[src/rtl/tot_charge_digitizer_core_macros.svh]
// Assertion helpers for the digitizer core RTL.
`ifndef TOT_CHARGE_DIGITIZER_CORE_MACROS_SVH
`define TOT_CHARGE_DIGITIZER_CORE_MACROS_SVH

// Same-cycle implication, checked outside reset.
`define TCD_ASSERT_NOW(label, ante, cons) \
    label: assert property (@(posedge clk) disable iff (!rst_n) (ante) |-> (cons)) \
        else $error("tcd assertion failed");

// Next-cycle implication, checked outside reset.
`define TCD_ASSERT_NEXT(label, ante, cons) \
    label: assert property (@(posedge clk) disable iff (!rst_n) (ante) |=> (cons)) \
        else $error("tcd assertion failed");

`endif

[src/rtl/tcd_div_cell.sv]
// ----------------------------------------------------------------------------
// tcd_div_cell
// One restoring-division step: a single quotient bit per cell, registered.
// ----------------------------------------------------------------------------
`timescale 1ns / 1ps

module tcd_div_cell #(
    parameter int DW = 16,
    parameter int QW = 35
) (
    input  logic          clk,
    input  logic          en,
    input  logic [DW-1:0] rem_in,
    input  logic [QW-1:0] lq_in,
    input  logic [DW-1:0] den_in,
    output logic [DW-1:0] rem_out,
    output logic [QW-1:0] lq_out,
    output logic [DW-1:0] den_out
);

    logic [DW-1:0] rem_reg, rem_next;
    logic [QW-1:0] lq_reg, lq_next;
    logic [DW-1:0] den_reg;
    logic [DW:0]   trial;
    logic [DW:0]   diff;
    logic          ge;

    // dividend bits leave at the top of lq, quotient bits enter at the bottom
    always_comb
    begin
        trial    = {rem_in, lq_in[QW-1]};
        diff     = trial - {1'b0, den_in};
        ge       = (trial >= {1'b0, den_in});
        rem_next = ge ? diff[DW-1:0] : trial[DW-1:0];
        lq_next  = {lq_in[QW-2:0], ge};
    end

    always_ff @(posedge clk)
    begin
        if (en)
        begin
            rem_reg <= rem_next;
            lq_reg  <= lq_next;
            den_reg <= den_in;
        end
    end

    assign rem_out = rem_reg;
    assign lq_out  = lq_reg;
    assign den_out = den_reg;

endmodule

[src/rtl/tcd_div_chain.sv]
// ----------------------------------------------------------------------------
// tcd_div_chain
// Row of division cells; one dividend enters and one quotient leaves per clock while en is high.
// ----------------------------------------------------------------------------
`timescale 1ns / 1ps

module tcd_div_chain #(
    parameter int DW = 16,
    parameter int QW = 35
) (
    input  logic             clk,
    input  logic             en,
    input  logic [QW+DW-1:0] num,   // top DW bits must be below den
    input  logic [DW-1:0]    den,
    output logic [QW-1:0]    quo
);

    logic [DW-1:0] rem_w [QW+1];
    logic [QW-1:0] lq_w  [QW+1];
    logic [DW-1:0] den_w [QW+1];

    assign rem_w[0] = num[QW+DW-1:QW];
    assign lq_w[0]  = num[QW-1:0];
    assign den_w[0] = den;

    for (genvar i = 0; i < QW; i++)
    begin : g_cell
        tcd_div_cell #(
            .DW (DW),
            .QW (QW)
        ) u_cell (
            .clk     (clk),
            .en      (en),
            .rem_in  (rem_w[i]),
            .lq_in   (lq_w[i]),
            .den_in  (den_w[i]),
            .rem_out (rem_w[i+1]),
            .lq_out  (lq_w[i+1]),
            .den_out (den_w[i+1])
        );
    end

    assign quo = lq_w[QW];

endmodule

[config.mk]
export PLATFORM = sky130hd
export DESIGN_NAME = tcd_div_chain
export DESIGN_NICKNAME = d
export VERILOG_FILES = /design/src/rtl/tot_charge_digitizer_core_macros.svh /design/src/rtl/tcd_div_cell.sv /design/src/rtl/tcd_div_chain.sv
export SDC_FILE = /design/constraint.sdc
export NUM_CORES = 2
export LEC_CHECK = 0
export BUFFER_PORTS_ARGS = -buffer_cell sky130_fd_sc_hd__buf_4
export CAP_MARGIN = 20
export CORE_MARGIN = 2
export CORE_UTILIZATION = 50
export DETAILED_ROUTE_END_ITERATION = 10
export PLACE_DENSITY = 0.65
export SLEW_MARGIN = 20
export SYNTH_ARGS = -nofsm -noshare
export SYNTH_HDL_FRONTEND = slang
export SYNTH_SLANG_ARGS = --single-unit
[constraint.sdc]
create_clock -name clk -period 6.9 [get_ports clk]
set_input_delay 0.69 -clock clk [delete_from_list [all_inputs] [get_ports clk]]
set_output_delay 0.69 -clock clk [all_outputs]
set_load 0.01 [all_outputs]
# ---- Word-level counts from Yosys, hierarchy flattened
# Index checks and enable logic that the tools add are counted.
dict set report word_totals {
  in_bits 69
  output_inout_bits 35
  regBits 2313
  word_cells 206
}
dict set report op_classes {
  order_cmp 35
  mux 34
  add_sub_neg 34
}
# operator n
set ops {}
lappend ops {{17-bit by 16-bit greater-or-equal comparator with 1-bit output} 35}
lappend ops {{16-bit two-way mux} 34}
lappend ops {{16-bit subtractor} 34}

# ---- Longest topological paths before layout
dict set report logic_depth {
  word_depth 2
  depth_mapped 12
  mapped_depth_nobuf 11
}

# ---- By module
# A second synthesis with hierarchy kept.
dict set report unflattened {
  hier_cells 7794
  hier_area_um2 111469.4
}
# mod area_each_um2 seq_area_each_um2 instances cells_per_inst
set modules_own_cells {}
lappend modules_own_cells {{tcd_div_cell at g_cell[15].u_cell ...} 3156.8 2011.9 22 222}
lappend modules_own_cells {{tcd_div_cell at g_cell[0].u_cell ...} 3241.9 2011.9 11 224}
lappend modules_own_cells {{tcd_div_cell at g_cell[23].u_cell} 3189.3 2011.9 1 221}
lappend modules_own_cells {{tcd_div_cell at g_cell[27].u_cell} 3170.5 2011.9 1 225}

# ---- Worst setup path before layout
# Ideal clock, no wire load.
dict set report synth_path {
  kind {in2reg}
  startpoint {input den[2]}
  endpoint {register g_cell[0].u_cell.rem_reg[10] (data pin)}
  n_path_buf 1
  t_arrival_ns 2.934
  slack_ns 3.707
  path_stages 11
  required_time_ns 6.640
  cell_sequence {inv_1 ha_1 o21a_1 o31a_1 o31a_1 o221ai_1 a21oi_1 o21ai_1 a31oi_1 buf_2 mux2_2}
}
dict set report synth_via {
  elab_chain_len 2
  word_cells_on_any_way 3
  classes_between {1 x add/sub; 1 x order compare; 1 x mux}
}
# element line
set synth_lines {}
lappend synth_lines {{start: declaration} tcd_div_chain.sv:14} ;# input logic [DW-1:0] den,
lappend synth_lines {{17-bit by 16-bit greater-or-equal comparator with 1-bit output} tcd_div_cell.sv:33} ;# ge = (trial >= {1'b0, den_in});
lappend synth_lines {{via g_cell[0].u_cell.ge} tcd_div_cell.sv:26} ;# logic ge;
lappend synth_lines {{16-bit two-way mux} tcd_div_cell.sv:34} ;# rem_next = ge ? diff[DW-1:0] : trial[DW-1:0];
lappend synth_lines {{via g_cell[0].u_cell.rem_next[10]} tcd_div_cell.sv:21} ;# logic [DW-1:0] rem_reg, rem_next;
lappend synth_lines {{end signal: assignment} tcd_div_cell.sv:42} ;# rem_reg <= rem_next;
lappend synth_lines {{end: declaration} tcd_div_cell.sv:21}
# The timed path passes the listed nets, and every way through them passes these cells.
# A chain may end at the register's enable or synchronous reset.

# ---- Final worst setup path
dict set report layout_path {
  startpoint {register g_cell[25].u_cell.den_reg[1]}
  endpoint {register g_cell[26].u_cell.rem_reg[11] (data pin)}
}
dict set report layout_via {
  elab_chain_len 2
  word_cells_on_any_way 3
  classes_between {1 x add/sub; 1 x order compare; 1 x mux}
}
# element line
set layout_lines {}
lappend layout_lines {{start: declaration} tcd_div_cell.sv:23} ;# logic [DW-1:0] den_reg;
lappend layout_lines {{start signal: assignment} tcd_div_cell.sv:44} ;# den_reg <= den_in;
lappend layout_lines {{16-bit subtractor or 17-bit by 16-bit greater-or-equal comparator with 1-bit output (tied branches)} {tcd_div_cell.sv:32, tcd_div_cell.sv:33}}
lappend layout_lines {{16-bit two-way mux *} tcd_div_cell.sv:34}
lappend layout_lines {{via g_cell[26].u_cell.rem_next[11]} tcd_div_cell.sv:21}
lappend layout_lines {{end signal: assignment} tcd_div_cell.sv:42}
lappend layout_lines {{end: declaration} tcd_div_cell.sv:21}
# Mark *: on every way through the listed nets, which the timed path passes. The rest lies on a longest branch.

==> impl_results.md <==
* Outcome: completed
* Number of cells produced by synthesis at 7075
* Average via count per standard cell at 5.392
* Mapped Area at 102800 µm²
* Ranking of synthesized cells by area: edfxtp_1 68%, ha_1 6.8%, mux2_2 3.9%, inv_1 2.6%, xnor2_1 2.1%
* Post-synthesis sequential area ratio at 0.6757
* Reported max-cap violation count at 0
* Critical Path End Type: register
* Fraction of the mapped netlist area in compound gates at 0.08115
* Data required time of the critical path at 7.51 ns
* Hold Crit Class: in2reg
* Die height at 457.4 µm
* Crit share post-route at 0.5581
* Depth of the CTS H-tree at 4
* Detail-routed net length per standard cell at 17.42 µm
* Final Setup Violations at 0
* Number of flops mapped to enable cells by yosys at 2313
* Final Hold Fails at 0
* Final WL at 180000 µm
* Sum of overflow across all layers after global routing at 0
* Fill cells at 16148
* First-pass GRT wire length at 291500 µm
* ANT nets after route at 0
* Startpoint Class: register
* Pwr per Cell Area at 436.5 nW/µm²
* NumNets Final at 8095
* Worst Skew at 0.03921 ns
* Ratio of cells with drive above 1 in the final layout at 0.1222
* Post-synthesis net count at 7738
* Clock latency on the worst-skew pair at 0.87 ns
* Count of pins on the block boundary at 104
* Predominant post-synthesis flop cell: edfxtp_1
* Post-synthesis average cell area at 14.53 µm²
* Max clock buf depth at 3
* HPWL Detailed at 122800 µm
* Most frequent cell after synthesis: edfxtp_1
* Headroom to the max-slew limit at 0.2844
* Detailed Routing Iterations Pass 1 at 6
* Placeable core area at 204400 µm²
* Worst-margin pin slew at 1.073 ns
* Hold buffer count at cts at 50
* RSZ-0062 raised after global routing: false
* Final worst path period need at 3.851 ns
* Data arrival time at the worst-slack endpoint at 4.46 ns
* Summed negative setup slack over all endpoints at 0 ns
* FP Rows at 166
* Dominant combinational cell family by area after synthesis: compound AO/OA/AOI/OAI gates
* Area Overhead vs Synth at 12.37%
* Highest clock rate at 259.7 MHz
* Warning count from the yosys run at 0
* Critical Setup Path Class: reg2reg
* Mux contribution to synthesized area at 0.04740
* Maximum number of pins on one net before global-route repair at 169
* Clock Pin Slew Worst Setup and Hold Paths at 0.06 ns
* Total global-route track usage at 0.1712
* Pins Over Slew Limit at 0
* Max IR drop VDD at 0.3108 mV
* TritonCTS clock tree: yes
* Starting density of the core at 0.5029
* Area fraction in and, or, nand and nor cells after synthesis at 0.06063
* Adder-cell share of the synthesized area at 0.07479
* Yosys top cell area share at 0.6757
* Die Width at 457.4 µm
* Post-CTS Setup Inserts at 0
* Clock buffers created by TritonCTS at 236
* Routed via count at 55736
* Parity-gate share of the synthesized area counting xor and xnor cells at 0.03025
* Floorplan die area at 209200 µm²
* Number of design-rule violations left by the first detailed-router iteration at 4421
* Number of antenna violations at the first check in global routing at 1
* Leakage power summed over all cells at 44.19 nW
* Master cell of the clock root buffer: clkbuf_16
* Global placement routability congestion at 0.8804
* Number of global-route vias before repair at 55454
* Async set or reset register ratio after synthesis at 0
* Cell taking the most area after synthesis: edfxtp_1
* Count of clock tree sinks at 2313
* Post-cts sizing count at 0
* Synth unique cells at 88
* Number of design rule violations left after detail routing at 0
* Post-synthesis register bit count at 2313
* Input/output buffers at 103
* Top cells by instance count after synthesis: 2313 x edfxtp_1, 719 x inv_1, 560 x ha_1
* Hold_ws at 0.1588 ns
* Largest driver fanout on the critical path at 17
==> routing by layer <==
| metal | wire length (µm) | part of all wire | global-route usage | vias to the layer above |
|---|---|---|---|---|
| met4 | 5138 | 0.029 | 0.05522 | 0 |
| met5 | 0 | 0 | 0 | - |
| met3 | 6844 | 0.038 | 0.02556 | 349 |
| li1 | - | - | - | 27256 |
| met1 | 81720 | 0.45 | 0.2329 | 27026 |
| met2 | 86340 | 0.48 | 0.2835 | 1105 |
==> layout make-up <==
cell class | count | area [µm²] | share of cell area
inverters | 720 | 2703 | 0.02340
flip-flops and latches | 2313 | 69460 | 0.6014
clock inverters | 174 | 1790 | 0.01550
multi-input cells | 3962 | 30260 | 0.2619
repair buffers | 199 | 1843 | 0.01596
clock buffers | 276 | 6077 | 0.05261
diodes | 5 | 12.51 | 0.0001083
well taps | 2688 | 3363 | 0.02912
==> per-stage QoR <==
stage	cells	area, µm²	setup WS, ns	util	power, mW
after floorplan	7075	102800	3.707	-	33.67
after global placement	9831	107100	3.127	0.5241	37.25
after detailed placement	9832	107100	3.115	0.5241	37.76
after CTS	10332	115500	3.106	0.5651	50.80
after global routing	10337	115500	2.825	0.5651	53.60
final	10337	115500	3.049	0.5651	50.42
==> state kept, by name, indices dropped and copies added (netlist names) <==
| name | flops |
|---|---|
| g_cell.u_cell.lq_out | 1225 |
| g_cell.u_cell.rem_out | 544 |
| g_cell.u_cell.den_out | 544 |
==> placed cells by master (no fill, tap or decap), types with 39 or more instances in the layout <==
cell | netlist | layout
nor2_1 | 439 | 439
o31a_1 | 45 | 45
dlygate4sd3_1 | 0 | 50
xor2_1 | 114 | 114
a21oi_1 | 383 | 383
nand2b_1 | 65 | 65
o21a_1 | 125 | 125
clkbuf_16 | 0 | 237
mux2_2 | 353 | 353
buf_4 | 3 | 131
nor2b_1 | 110 | 110
xnor2_1 | 241 | 241
nand4_1 | 81 | 81
ha_1 | 560 | 560
mux2i_1 | 69 | 69
nand3_1 | 79 | 79
inv_1 | 719 | 719
o21ai_0 | 289 | 289
nor3_1 | 105 | 105
clkinv_1 | 0 | 57
clkbuf_1 | 37 | 39
nand2_1 | 228 | 228
edfxtp_1 | 2313 | 2313
a21o_1 | 107 | 107
or3_1 | 43 | 43
clkinv_2 | 0 | 54
==> critical path, cell delays in order, from the launching register on <==
cell and delay, ns:
edfxtp_1 0.39, inv_1 0.06, ha_1 0.31, nor2b_1 0.15, o31a_1 0.27, o31ai_1 0.44
a21boi_1 0.20, o31ai_1 0.39, a41oi_1 0.23, nor3_4 0.74, mux2_2 0.41
==> kinds of logic after synthesis <==
kind of cell | Yosys count
AOI/OAI and AO/OA | 1294
xor gates and xnor gates | 355
adders and majority gates | 594
buffers and inverters | 800
DFF | 2313
muxes | 436
and+or+nand+nor | 1283
==> worst paths after layout <==
check / end / slack, ns / cells after the start / startpoint
min reg2reg: g_cell[32].u_cell.lq_out[10] / 0.39 / 0 / g_cell[31].u_cell.lq_out[9]
max: g_cell[26].u_cell.rem_out[11] / 3.05 / 10 / g_cell[25].u_cell.den_out[1]
min: g_cell[0].u_cell.rem_out[7] / 0.16 / 2 / num[41]
max reg2reg: g_cell[26].u_cell.rem_out[11] / 3.05 / 10 / g_cell[25].u_cell.den_out[1]
==> power breakdown <==
| part | internal, mW | total [mW] | switching (mW) |
|---|---|---|---|
| Combinational | 8.15 | 17.2 | 9.09 |
| Clock | 7.31 | 12.7 | 5.39 |
| Sequential | 19.2 | 20.5 | 1.32 |
Power figures use the tool's default switching activity.
